===== config.mk =====
export PLATFORM = sky130hd
export DESIGN_NAME = flow_meter_and_hysteresis_valve
export DESIGN_NICKNAME = d
export VERILOG_FILES = /design/src/design/fmhv_pkg.sv /design/src/design/fmhv_div.sv /design/src/design/flow_meter_and_hysteresis_valve.sv
export SDC_FILE = /design/constraint.sdc
export NUM_CORES = 1
export LEC_CHECK = 0
export BUFFER_PORTS_ARGS = -buffer_cell sky130_fd_sc_hd__buf_2
export CAP_MARGIN = 20
export CORE_MARGIN = 8
export CORE_UTILIZATION = 55
export DETAILED_ROUTE_END_ITERATION = 12
export PLACE_DENSITY_LB_ADDON = 0.2
export SLEW_MARGIN = 25
export SYNTH_ARGS = -nofsm -noshare
export SYNTH_HDL_FRONTEND = slang
export SYNTH_SLANG_ARGS = --single-unit

===== constraint.sdc =====
create_clock -name clk -period 10.6 [get_ports clk]
set_input_delay 1.06 -clock clk [delete_from_list [all_inputs] [get_ports clk]]
set_output_delay 1.06 -clock clk [all_outputs]
set_load 0.02 [all_outputs]

===== src/design/fmhv_pkg.sv =====
`timescale 1ns / 1ps
// ----------------------------------------------------------------------------
// fmhv_pkg
// Shared widths, constants, register indexes and transfer types for the
// flow meter and hysteresis valve block.
// ----------------------------------------------------------------------------
package fmhv_pkg;

	localparam int SAMPLE_BITS = 12;
	localparam int SAMPLE_W    = 12;
	localparam int LEVEL_W     = 4;
	localparam int RATE_W      = 27;
	localparam int INTERVAL_W  = 16;
	localparam int CAL_W       = 8;
	localparam int TALLY_W     = 8;
	localparam int SCALE_W     = 20;
	localparam int NUM_W       = TALLY_W + SCALE_W;
	localparam int DEN_W       = INTERVAL_W + CAL_W;
	localparam int CFG_ADDR_W  = 2;
	localparam int CFG_DATA_W  = 16;
	localparam int MAX_LEVEL   = 10;

	localparam logic [SAMPLE_W+3:0]   SAMPLE_MAX = (SAMPLE_W+4)'((1 << SAMPLE_BITS) - 1);
	localparam logic [RATE_W-1:0]     RATE_MAX   = '1;
	localparam logic [SCALE_W-1:0]    RATE_SCALE = SCALE_W'(1000000);

	localparam logic [INTERVAL_W-1:0] INTERVAL_RST = INTERVAL_W'(1000);
	localparam logic [CAL_W-1:0]      CAL_RST      = CAL_W'(45);
	localparam logic [LEVEL_W-1:0]    OPEN_RST     = LEVEL_W'(3);
	localparam logic [LEVEL_W-1:0]    CLOSE_RST    = LEVEL_W'(2);

	typedef enum logic [CFG_ADDR_W-1:0] {
		REG_INTERVAL = 2'd0,
		REG_CAL      = 2'd1,
		REG_OPEN     = 2'd2,
		REG_CLOSE    = 2'd3
	} cfg_reg_t;

	typedef struct packed {
		logic                flow_pulse;
		logic                ms_tick;
		logic                sample_valid;
		logic [SAMPLE_W-1:0] pressure_sample;
	} in_item_t;

	typedef struct packed {
		logic               valve_on;
		logic [LEVEL_W-1:0] pressure_level;
		logic [RATE_W-1:0]  flow_rate_centi;
		logic               rate_updated;
	} out_item_t;

endpackage


===== src/design/fmhv_div.sv =====
`timescale 1ns / 1ps
// ----------------------------------------------------------------------------
// fmhv_div
// Flow rate unit: forms tally*1e6 and elapsed*cal, then runs a restoring
// divide one quotient bit per cycle through a single subtractor.
// ----------------------------------------------------------------------------
module fmhv_div import fmhv_pkg::*; (
	input  logic                  clk,
	input  logic                  arst_n,
	input  logic                  start,
	input  logic [TALLY_W-1:0]    tally,
	input  logic [INTERVAL_W-1:0] elapsed,
	input  logic [CAL_W-1:0]      cal,
	output logic                  done,
	output logic [RATE_W-1:0]     rate
);

	localparam int STEP_W = $clog2(NUM_W);
	localparam logic [STEP_W-1:0] LAST_STEP = STEP_W'(NUM_W - 1);

	logic              run_q;
	logic              done_q;
	logic [STEP_W-1:0] step_q;
	logic [NUM_W-1:0]  num_q;
	logic [DEN_W-1:0]  den_q;
	logic [DEN_W-1:0]  rem_q;

	logic [DEN_W:0]    rem_sh;
	logic [DEN_W:0]    diff;
	logic              ge;

	assign rem_sh = {rem_q, num_q[NUM_W-1]};
	assign diff   = rem_sh - {1'b0, den_q};
	assign ge     = ~diff[DEN_W];

	always_ff @(posedge clk or negedge arst_n) begin
		if (!arst_n) begin
			run_q  <= 1'b0;
			done_q <= 1'b0;
			step_q <= '0;
		end else begin
			done_q <= run_q && (step_q == LAST_STEP);
			if (start) begin
				run_q  <= 1'b1;
				step_q <= '0;
			end else if (run_q) begin
				if (step_q == LAST_STEP)
					run_q <= 1'b0;
				step_q <= step_q + 1'b1;
			end
		end
	end

	// num_q shifts out the dividend and collects the quotient
	always_ff @(posedge clk) begin
		if (start) begin
			num_q <= NUM_W'(tally * RATE_SCALE);
			den_q <= DEN_W'(elapsed * cal);
			rem_q <= '0;
		end else if (run_q) begin
			num_q <= {num_q[NUM_W-2:0], ge};
			rem_q <= ge ? diff[DEN_W-1:0] : rem_sh[DEN_W-1:0];
		end
	end

	// zero divisor yields an all-ones quotient, which saturates here too
	assign done = done_q;
	assign rate = num_q[NUM_W-1] ? RATE_MAX : num_q[RATE_W-1:0];

endmodule


===== src/design/flow_meter_and_hysteresis_valve.sv =====
`timescale 1ns / 1ps
// ----------------------------------------------------------------------------
// flow_meter_and_hysteresis_valve
// Pulse tally, millisecond window, scaled pressure level with hysteresis
// valve drive, and a flow rate computed when the window closes.
// An item that closes no window passes the state register and the output
// register to result transfer; one that closes a window passes operand products,
// 28 divide steps, rate capture, output register and result transfer.
// A new item is taken only in idle, once the last result has been sent.
// Reset: all counters, level, rate and valve cleared (valve closed); registers
// take their defaults.
// ----------------------------------------------------------------------------
module flow_meter_and_hysteresis_valve import fmhv_pkg::*; (
	input  logic                  clk,
	input  logic                  arst_n,
	input  logic                  in_valid,
	output logic                  in_ready,
	input  in_item_t              in_data,
	output logic                  out_valid,
	input  logic                  out_ready,
	output out_item_t             out_data,
	input  logic                  cfg_we,
	input  logic [CFG_ADDR_W-1:0] cfg_addr,
	input  logic [CFG_DATA_W-1:0] cfg_wdata
);

	typedef enum logic [2:0] {
		ST_IDLE = 3'b001,
		ST_CALC = 3'b010,
		ST_SEND = 3'b100
	} state_t;

	state_t                state_q;

	logic [INTERVAL_W-1:0] interval_q;
	logic [CAL_W-1:0]      cal_q;
	logic [LEVEL_W-1:0]    open_q;
	logic [LEVEL_W-1:0]    close_q;

	logic [TALLY_W-1:0]    tally_q;
	logic [INTERVAL_W-1:0] elapsed_q;
	logic                  valve_q;
	logic [LEVEL_W-1:0]    level_q;
	logic [RATE_W-1:0]     rate_q;
	logic                  upd_q;

	logic [TALLY_W-1:0]    op_tally_q;
	logic [INTERVAL_W-1:0] op_elapsed_q;
	logic                  start_q;

	logic                  out_valid_q;
	out_item_t             out_q;

	logic                  accept;
	logic                  send;
	logic [TALLY_W-1:0]    tally_nx;
	logic [INTERVAL_W-1:0] elapsed_nx;
	logic [LEVEL_W-1:0]    level_nx;
	logic                  valve_nx;
	logic                  window;
	logic                  div_done;
	logic [RATE_W-1:0]     div_rate;

	function automatic logic [LEVEL_W-1:0] level_of(input logic [SAMPLE_W-1:0] s);
		logic [SAMPLE_W+3:0] p;
		logic [LEVEL_W-1:0]  n;
		p = (SAMPLE_W+4)'(s) * (SAMPLE_W+4)'(MAX_LEVEL);
		n = '0;
		for (int k = 1; k <= MAX_LEVEL; k++) begin
			if (p >= (SAMPLE_W+4)'(k * SAMPLE_MAX))
				n = n + 1'b1;
		end
		return n;
	endfunction

	assign in_ready = (state_q == ST_IDLE);
	assign accept   = in_valid && in_ready;
	assign send     = (state_q == ST_SEND) && (!out_valid_q || out_ready);

	always_comb begin
		tally_nx   = in_data.flow_pulse ? tally_q + 1'b1 : tally_q;
		elapsed_nx = (in_data.ms_tick && elapsed_q != '1) ? elapsed_q + 1'b1 : elapsed_q;
		level_nx   = level_q;
		valve_nx   = valve_q;
		if (in_data.sample_valid) begin
			level_nx = level_of(in_data.pressure_sample);
			if (!valve_nx && level_nx >= open_q)
				valve_nx = 1'b1;
			if (valve_nx && level_nx <= close_q)
				valve_nx = 1'b0;
		end
		window = elapsed_nx > interval_q;
	end

	always_ff @(posedge clk or negedge arst_n) begin
		if (!arst_n) begin
			interval_q <= INTERVAL_RST;
			cal_q      <= CAL_RST;
			open_q     <= OPEN_RST;
			close_q    <= CLOSE_RST;
		end else if (cfg_we) begin
			unique case (cfg_reg_t'(cfg_addr))
				REG_INTERVAL: interval_q <= cfg_wdata[INTERVAL_W-1:0];
				REG_CAL:      cal_q      <= cfg_wdata[CAL_W-1:0];
				REG_OPEN:     open_q     <= cfg_wdata[LEVEL_W-1:0];
				REG_CLOSE:    close_q    <= cfg_wdata[LEVEL_W-1:0];
			endcase
		end
	end

	always_ff @(posedge clk or negedge arst_n) begin
		if (!arst_n) begin
			state_q     <= ST_IDLE;
			tally_q     <= '0;
			elapsed_q   <= '0;
			valve_q     <= 1'b0;
			level_q     <= '0;
			rate_q      <= '0;
			upd_q       <= 1'b0;
			start_q     <= 1'b0;
			out_valid_q <= 1'b0;
		end else begin
			start_q <= accept && window;
			if (send)
				out_valid_q <= 1'b1;
			else if (out_ready)
				out_valid_q <= 1'b0;
			unique case (state_q)
				ST_IDLE: begin
					if (accept) begin
						valve_q <= valve_nx;
						level_q <= level_nx;
						upd_q   <= window;
						if (window) begin
							tally_q   <= '0;
							elapsed_q <= '0;
							state_q   <= ST_CALC;
						end else begin
							tally_q   <= tally_nx;
							elapsed_q <= elapsed_nx;
							state_q   <= ST_SEND;
						end
					end
				end
				ST_CALC: begin
					if (div_done) begin
						rate_q  <= div_rate;
						state_q <= ST_SEND;
					end
				end
				ST_SEND: begin
					if (send)
						state_q <= ST_IDLE;
				end
				default: state_q <= ST_IDLE;
			endcase
		end
	end

	always_ff @(posedge clk) begin
		if (accept && window) begin
			op_tally_q   <= tally_nx;
			op_elapsed_q <= elapsed_nx;
		end
		if (send) begin
			out_q.valve_on        <= valve_q;
			out_q.pressure_level  <= level_q;
			out_q.flow_rate_centi <= rate_q;
			out_q.rate_updated    <= upd_q;
		end
	end

	fmhv_div u_div (
		.clk     (clk),
		.arst_n  (arst_n),
		.start   (start_q),
		.tally   (op_tally_q),
		.elapsed (op_elapsed_q),
		.cal     (cal_q),
		.done    (div_done),
		.rate    (div_rate)
	);

	assign out_valid = out_valid_q;
	assign out_data  = out_q;

endmodule

==> results of run 1 <==
-- cell type report --
class	count	area [um^2]	share of cell area, %
timing repair buffer	81	438	2.27
clock inverter	13	140	0.726
sequential	234	6240	32.3
multi-input combinational	1314	10500	54.2
clock buffer	35	737	3.82
inverter	208	781	4.05
tap	402	503	2.61
-- state kept, by name (all words and copies together) (netlist names), 16 cells and up --
| register | cells |
|---|---|
| out_data | 33 |
| u_div.num_q | 28 |
| rate_q | 27 |
| u_div.den_q | 24 |
| u_div.rem_q | 24 |
| elapsed_q | 16 |
| interval_q | 16 |
| op_elapsed_q | 16 |
-- cell usage in the layout, fill, tap and decap left out, drive strengths merged, types with 16 or more instances in the layout --
cell type | Yosys | layout
nand2 | 216 | 216
o211ai | 16 | 16
fa | 103 | 103
inv | 208 | 208
o21a | 16 | 16
o21ai | 110 | 110
a21o | 24 | 24
a21oi | 74 | 74
ha | 179 | 179
dfxtp | 30 | 30
nor3 | 17 | 17
edfxtp | 103 | 103
clkbuf | 42 | 35
and2 | 71 | 71
nand3 | 23 | 23
nor2 | 152 | 152
xor2 | 35 | 35
buf | 9 | 81
xnor2 | 64 | 64
mux2 | 25 | 25
dfrtp | 87 | 87
-- stage by stage --
| step | power [uW] | hold slack (ps) |
|---|---|---|
| after CTS | 5970 | 447 |
| final | 5930 | 445 |
| after global routing | 6550 | 449 |
| after detailed placement | 5020 | 434 |
| after floorplan | 4310 | 419 |
| after global placement | 4930 | 431 |
-- worst register-to-register path, stage by stage, from the launching register on --
cell,delay (ps)
dfrtp_1,590
and2_1,280
fa_1,450
fa_1,540
inv_1,50
fa_1,460
fa_1,540
inv_1,40
ha_1,320
inv_1,60
o21ai_0,80
a21oi_1,220
o21ai_0,110
a21oi_1,230
o21ai_0,200
a311oi_1,480
nor4_1,160
or3_1,390
o311ai_0,180
o21bai_1,110
a21oi_1,190
xnor2_1,120
-- per-layer routing --
metal / global-route usage (%) / share of wire (%) / vias to the layer above
li1: - / - / 6257
met2: 31.3 / 46 / 184
met1: 25.3 / 48 / 5981
met3: 2.87 / 3.9 / 46
met5: 0 / 0.075 / -
met4: 4.10 / 1.7 / 4
-- logic make-up (layout without fill, tap and decap cells) --
kind of cell / count (synthesis) / after routing / synth area share [%]
adder cells (fa/ha/maj): 282 / 282 / 24.4
XOR/XNOR: 99 / 99 / 5.30
AO/OA/AOI/OAI: 335 / 335 / 12.4
buffers and inverters: 259 / 337 / 5.57
AND/OR/NAND/NOR: 560 / 560 / 14.7
flip-flops: 234 / 234 / 35.4
multiplexers: 38 / 38 / 2.33
-- worst min path at each step --
stage | to | slack, ps | cells after the start
after detailed placement | out_data[0] | 430 | 0
after global placement | out_data[0] | 430 | 0
after global routing | out_data[0] | 450 | 0
after CTS | out_data[0] | 450 | 0
final | out_data[19] | 440 | 0
after floorplan | out_data[29] | 420 | 0
-- power by group through the flow --
stage / Clock [uW] / Sequential, uW / Combinational, uW
6_report: 914 / 1380 / 3640
5_1_grt: 966 / 1390 / 4190
4_1_cts: 932 / 1380 / 3660
2_1_floorplan: 0 / 1350 / 2970
3_5_place_dp: 0 / 1390 / 3630
3_3_place_gp: 0 / 1390 / 3540
==> run_results.csv, run 1 <==
group,metric,value,unit
timing,fin_ws,1900,ps
final_layout,areaGrowthSynthToFinish,9.36,%
worst_setup_path,startpoint_type,"input pin",
clocking,cts-root-buf,"clkbuf_16",
floorplanning,die_h,195,um
global_route,grt_pass1_vias,12700,
floorplanning,io_pins,73,
global_route,grt_pass1_wl,60600,um
timing,post-route-period-util,82.1,%
worst_setup_path,r2r_start,"cal_q[4]",
placed_design,gp_congestion,0.848,
worst_setup_path,r2r_cells,21,
synthesis,synth_flop_cell,"edfxtp_1",
pwr,sw_frac_of_total,42.1,%
clocking,cts.clk_slew.worst_paths,60,ps
worst_setup_path,ff2ff_setup_slack,4520,ps
synthesis,avgSynthCellArea,9.77,um^2
hold_path,hold_path_class,"reg2reg",
clocking,clk_latency,540,ps
synthesis,async_flop_share,43.2,%
global_route,antenna_found_initial,2,
timing,drv_slew,0,
timing,rsz0062_at_grt,"false",
clocking,htreeDepth,1,
synthesis,synth_edf_count,103,
worst_setup_path,critPathBufInv,5,
pwr,pwr-share-seq,23.2,%
floorplanning,fp.coreArea,0.0316,mm^2
worst_setup_path,crit_family,"adder cells",
worst_setup_path,crit_arrival,9120,ps
detailed_routing,wl_per_cell,15.2,um
synthesis,ys_types,81,
final_layout,fin_nets,2185,
global_route,grt.total_usage,18.7,%
clocking,ctsResizeCount,0,
timing,layout_min_cycle_time,8700,ps
clocking,cts_made_buffers,26,
placed_design,post-place-ws,1330,ps
final_layout,fin_util,61.2,%
detailed_routing,vias,12500,
global_route,grt_max_degree,72,
flow_run,max_cap_violations,0,
placed_design,dpl_cell_area,0.0184,mm^2
synthesis,synth_top_area_cell,"edfxtp_1",
placed_design,portBuffers,72,
worst_setup_path,worstPathRequired,11020,ps
timing,finalSetupTns,0,ps
detailed_routing,firstDrtPassIters,5,
hold_path,holdCritStartpoint,"rate_q[18]",
detailed_routing,drt_iter0_markers,595,
pwr,pwr-share-comb,61.4,%
floorplanning,dieWidth,195,um
run_status,status,"finished clean",
placed_design,placedCellCount,2238,
placed_design,hpwl,25900,um
clocking,hold_buffers,0,
final_layout,num_antenna_cells,0,
synthesis,ys_ff_latch,234,
timing,setup_viol,0,
synthesis,yosysSeqAreaShare,35.4,%
synthesis,yosysWarnings,0,
final_layout,fill_cells,2670,
final_layout,final_cell_area,0.0193,mm^2
pwr,power_switching,2500,uW
timing,tightestPinTransition,1050,ps
worst_setup_path,r2r_end,"u_div.den_q[22]",
pwr,peakVddDrop,0.000351,V
worst_setup_path,critical_path.startpoint,"in_data[1]",
pwr,pwr-share-clk,15.4,%
synthesis,synth_area,0.0176,mm^2
worst_setup_path,setup.worst_path.end,"valve_q",
final_layout,fin_cells,2287,
synthesis,yosysTopAreaCellShare,17.5,%
pwr,power.density,307,mW/mm^2
worst_setup_path,endpoint_kind,"register",
worst_setup_path,critPathKind,"in2reg",
timing,finClkSkew,11.6,ps
clocking,cts_setup_buffers,0,
floorplanning,rows,65,
worst_setup_path,path_max_fanout,7,
pwr,internal-power,3440,uW
worst_setup_path,crit_cells,41,
worst_setup_path,slowest_delay,400,ps
pwr,leakage,0.00892,uW
global_route,grt_overflow,0,
floorplanning,die_area,0.0381,mm^2
timing,hold_violations,0,
clocking,cts_tree,"done",
synthesis,synthCells,1807,
detailed_routing,drc,0,
clocking,cts_num_sinks,234,
worst_setup_path,crit_top_cell,"ha_1",
detailed_routing,wirelength,34800,um
detailed_routing,drtAntennaViolNets,0,
detailed_routing,avgViaCountPerCell,5.45,
worst_setup_path,cp_slowest_cell,"fa_1",
clocking,cts.path.max_buffers,3,
synthesis,synth_fp_nets,2127,
floorplanning,start_util,55.9,%
synthesis,ys_top_cells_by_area,"edfxtp_1 (18%), ha_1 (13%), dfrtp_1 (12%)",
synthesis,synthTopCellsByCount,"nand2_1 (216), inv_1 (208), ha_1 (179)",
final_layout,drive_gt1_share,10.3,%
synthesis,synth_most_common_cell,"nand2_1",
timing,max_freq,115,MHz
timing,slew_headroom,29.7,%
No activity file was read; power rests on OpenSTA's default activity.
==> inputs of run 2 (changes only) <==
- clock period: 10.6 -> 8 ns (I/O delays scaled with it)
==> run_results.csv, run 2 (synthesis results as in run 1) <==
group,metric,value,unit
detailed_routing,drtAntennaViolNets,0,
placed_design,placedCellCount,2268,
detailed_routing,firstDrtPassIters,5,
worst_setup_path,r2r_start,"cal_q[4]",
clocking,cts.clk_slew.worst_paths,60,ps
global_route,grt_max_degree,72,
timing,slew_headroom,32.4,%
timing,hold_violations,0,
timing,max_freq,133,MHz
final_layout,final_cell_area,0.0198,mm^2
clocking,hold_buffers,0,
detailed_routing,vias,12600,
floorplanning,fp.coreArea,0.0316,mm^2
final_layout,fin_util,62.7,%
floorplanning,start_util,55.9,%
timing,setup_viol,0,
floorplanning,rows,65,
detailed_routing,wl_per_cell,15.3,um
clocking,cts_tree,"done",
worst_setup_path,endpoint_kind,"register",
hold_path,hold_path_class,"in2async",
final_layout,largest_register_ffs,33,
clocking,htreeDepth,1,
floorplanning,dieWidth,195,um
worst_setup_path,crit_arrival,7980,ps
worst_setup_path,r2r_end,"u_div.den_q[22]",
worst_setup_path,worstPathRequired,8440,ps
final_layout,fin_cells,2320,
worst_setup_path,startpoint_type,"input pin",
clocking,cts.path.max_buffers,3,
final_layout,num_antenna_cells,0,
worst_setup_path,r2r_cells,21,
placed_design,gp_congestion,0.872,
pwr,peakVddDrop,0.000455,V
placed_design,portBuffers,72,
timing,layout_min_cycle_time,7550,ps
placed_design,dpl_cell_area,0.0187,mm^2
global_route,grt_pass1_vias,13000,
worst_setup_path,ff2ff_setup_slack,1930,ps
detailed_routing,wirelength,35600,um
worst_setup_path,slowest_delay,430,ps
final_layout,areaGrowthSynthToFinish,12.1,%
worst_setup_path,crit_top_cell,"ha_1",
floorplanning,die_area,0.0381,mm^2
pwr,power.density,409,mW/mm^2
clocking,cts_made_buffers,26,
final_layout,drive_gt1_share,13.1,%
global_route,grt_pass1_wl,62200,um
global_route,grt_overflow,0,
global_route,antenna_found_initial,0,
worst_setup_path,cp_slowest_cell,"fa_2",
worst_setup_path,critPathKind,"in2reg",
clocking,cts_num_sinks,234,
final_layout,fin_nets,2218,
pwr,leakage,0.00914,uW
detailed_routing,avgViaCountPerCell,5.44,
placed_design,post-place-ws,-328,ps
floorplanning,die_h,195,um
final_layout,final_common_cell,"nand2_1",
floorplanning,io_pins,73,
clocking,cts-root-buf,"clkbuf_16",
detailed_routing,drc,0,
timing,post-route-period-util,94.3,%
worst_setup_path,critical_path.startpoint,"in_data[1]",
run_status,status,"finished clean",
timing,tightestPinTransition,1010,ps
detailed_routing,drt_iter0_markers,671,
placed_design,hpwl,26200,um
flow_run,max_cap_violations,0,
final_layout,layout_common_cells,"nand2_1 (216), inv_1 (208), ha_1 (174)",
worst_setup_path,path_max_fanout,3,
timing,fin_ws,453,ps
pwr,power,8090,uW
timing,drv_slew,0,
timing,finClkSkew,15.5,ps
clocking,clk_latency,550,ps
global_route,grt.total_usage,19.2,%
run 2: cell types whose count changed in the layout (fill, tap and decap cells not counted), sizes merged:
cell	previous run	this run
buf	81	114
bufinv	2	5
clkbuf	35	34
clkinv	9	6
clkinvlp	2	1
inv	208	210
run 2: area by class of cell:
type	instances	area, um^2
Timing Repair Buffer	114	686
Clock buffer	34	712
Multi-Input combinational cell	1314	10600
Tap cell	402	503
Fill cell	2584	11800
Sequential cell	234	6240
Clock inverter	14	231
Inverter	208	781
run 2: worst max-delay path by stage:
stage               to  cells after the start  slack, ps
2_1_floorplan  valve_q                     38         20
3_3_place_gp   valve_q                     42        -70
3_5_place_dp   valve_q                     42       -330
4_1_cts        valve_q                     42        250
5_1_grt        valve_q                     42        -20
6_report       valve_q                     41        450
run 2: layer usage:
metal  wire length, um  share of wire [%]  up-vias  global-route usage (%)
met4               626                1.8        0                    4.41
met5                 0                  0        -                       0
met2             16900                 47      213                    32.9
met3              1380                3.9       43                    2.85
met1             16700                 47     6052                    25.3
li1                  -                  -     6302                       -
run 2: worst max-delay path, delay by kind of cell:
family / cells / cell delay (ps)
AO/OA/AOI/OAI: 9 / 1310
XOR/XNOR: 1 / 130
adder cells (fa/ha/maj): 12 / 3440
buffers and inverters: 5 / 350
multiplexers: 2 / 560
AND/OR/NAND/NOR: 12 / 1370
run 2: repair_timing:
item	in CTS	in global routing
setup buffers	0	3
resized for setup	0	22
hold endpoints to repair	0	0
endpoints found under the setup margin	0	1
run 2: power breakdown:
| part | total, uW | switching [uW] | internal, uW |
|---|---|---|---|
| combinational | 4970 | 2700 | 2270 |
| clock | 1300 | 503 | 796 |
| sequential | 1820 | 155 | 1670 |
| total | 8090 | 3360 | 4730 |
run 2: per-stage QoR:
stage	hold WS [ps]	TNS [ps]
2_1_floorplan	419	0
3_3_place_gp	432	-72.9
3_5_place_dp	432	-328
4_1_cts	209	0
5_1_grt	251	-19.4
6_report	221	0
==> inputs of run 3 (changes only) <==
- CELL_PAD_IN_SITES_DETAIL_PLACEMENT: unset -> 1
- CELL_PAD_IN_SITES_GLOBAL_PLACEMENT: unset -> 2
- CORE_UTILIZATION: 55 -> 37
- GPL_ROUTABILITY_DRIVEN: unset -> 0
==> run_results.csv, run 3 (synthesis results as in run 1) <==
group,metric,value,unit
worst_setup_path,r2r_start,"cal_q[4]",
worst_setup_path,critPathBufInv,4,
worst_setup_path,cp_slowest_cell,"a221o_2",
detailed_routing,wl_per_cell,16.3,um
floorplanning,rows,80,
global_route,antenna_found_initial,2,
run_status,status,"finished clean",
worst_setup_path,setup.worst_path.end,"valve_q",
final_layout,final_common_cell,"nand2_1",
floorplanning,die_h,234,um
worst_setup_path,crit_cells,38,
final_layout,fin_cells,2551,
clocking,cts-root-buf,"clkbuf_16",
floorplanning,die_area,0.0549,mm^2
pwr,sw_frac_of_total,42.0,%
final_layout,largest_register_ffs,33,
worst_setup_path,endpoint_kind,"register",
pwr,pwr-share-clk,16.4,%
timing,drv_slew,0,
worst_setup_path,slowest_delay,460,ps
global_route,grt.total_usage,15.6,%
final_layout,fill_cells,5476,
pwr,peakVddDrop,0.000382,V
timing,layout_min_cycle_time,7640,ps
floorplanning,dieWidth,234,um
detailed_routing,drc,0,
detailed_routing,wirelength,41500,um
hold_path,hold_path_class,"in2async",
global_route,grt_pass1_vias,14000,
flow_run,max_cap_violations,0,
worst_setup_path,startpoint_type,"input pin",
placed_design,dpl_cell_area,0.0191,mm^2
floorplanning,io_pins,73,
worst_setup_path,crit_family,"adder cells",
pwr,pwr-share-comb,61.4,%
worst_setup_path,crit_arrival,8090,ps
worst_setup_path,worstPathRequired,8450,ps
detailed_routing,drtAntennaViolNets,0,
timing,setup_viol,0,
clocking,clk_latency,570,ps
worst_setup_path,ff2ff_setup_slack,1950,ps
placed_design,portBuffers,72,
global_route,grt_max_degree,72,
pwr,internal-power,4760,uW
timing,max_freq,131,MHz
pwr,leakage,0.00923,uW
global_route,grt_pass1_wl,70600,um
pwr,pwr-share-seq,22.3,%
clocking,cts_tree,"done",
pwr,power.density,407,mW/mm^2
detailed_routing,drt_iter0_markers,419,
clocking,htreeDepth,1,
clocking,cts.path.max_buffers,3,
placed_design,placedCellCount,2492,
timing,slew_headroom,42.7,%
final_layout,layout_common_cells,"nand2_1 (214), inv_1 (208), ha_1 (173)",
detailed_routing,firstDrtPassIters,4,
clocking,cts_made_buffers,29,
floorplanning,fp.coreArea,0.0474,mm^2
final_layout,fin_nets,2233,
placed_design,hpwl,31600,um
timing,finClkSkew,18.3,ps
worst_setup_path,r2r_cells,21,
worst_setup_path,critical_path.startpoint,"in_data[2]",
detailed_routing,vias,12800,
final_layout,num_antenna_cells,0,
global_route,grt_overflow,0,
final_layout,areaGrowthSynthToFinish,14.3,%
worst_setup_path,r2r_end,"u_div.den_q[22]",
timing,hold_violations,0,
worst_setup_path,crit_top_cell,"ha_1",
worst_setup_path,critPathKind,"in2reg",
floorplanning,start_util,37.2,%
timing,tightestPinTransition,860,ps
worst_setup_path,path_max_fanout,8,
clocking,cts.clk_slew.worst_paths,60,ps
final_layout,final_cell_area,0.0202,mm^2
clocking,cts_num_sinks,234,
timing,post-route-period-util,95.5,%
final_layout,drive_gt1_share,14.2,%
clocking,hold_buffers,0,
detailed_routing,avgViaCountPerCell,5.01,
pwr,power_switching,3450,uW
[run 3: power by group through the flow]
stage               Sequential (uW)  Combinational, uW  Clock (uW)
detailed placement             1850               5030           0
finish                         1830               5040        1340
floorplan                      1780               3940           0
CTS                            1830               5080        1400
global placement               1850               4890           0
global route                   1850               5800        1430
[run 3: stage by stage]
stage               TNS (ps)  power (uW)  util (%)  worst slack, ps  hold WS, ps
floorplan                  0        5720         -             17.5          419
CTS                        0        8310      42.2              225          202
global route           -43.6        9090      42.5            -43.6          244
detailed placement      -374        6880      40.2             -374          433
finish                     0        8210      42.5              360          222
global placement        -115        6740      40.1             -115          433
[run 3: how the worst min path moves through the flow]
stage | to | start | slack [ps] | cells after the start
3_3_place_gp | out_data[25] | rate_q[24] | 430 | 0
2_1_floorplan | out_data[29] | level_q[1] | 420 | 0
5_1_grt | interval_q[15] | arst_n | 240 | 1
6_report | interval_q[12] | arst_n | 220 | 1
4_1_cts | elapsed_q[14] | arst_n | 200 | 1
3_5_place_dp | out_data[15] | rate_q[14] | 430 | 0
[run 3: area by class of cell]
class | count | area (um^2) | share of cell area (%)
Inverter | 208 | 781 | 3.87
Clock buffer | 30 | 739 | 3.67
Sequential cell | 234 | 6240 | 30.9
Tap cell | 615 | 769 | 3.81
Timing Repair Buffer | 126 | 796 | 3.94
Multi-Input combinational cell | 1314 | 10600 | 52.5
Clock inverter | 24 | 249 | 1.23
[run 3: what timing repair did]
item | in CTS | in global routing
hold endpoints to repair | 0 | 0
endpoints found under the setup margin | 0 | 1
buffers inserted | 0 | 5
gates resized for setup | 0 | 18
[run 3: routing by layer]
metal | global-route usage, % | part of all wire (%) | wire [um]
met4 | 3.50 | 1.9 | 774
met2 | 26.8 | 47 | 19300
met3 | 1.80 | 2.8 | 1150
met1 | 20.9 | 49 | 20200
met5 | 0 | 0.024 | 10
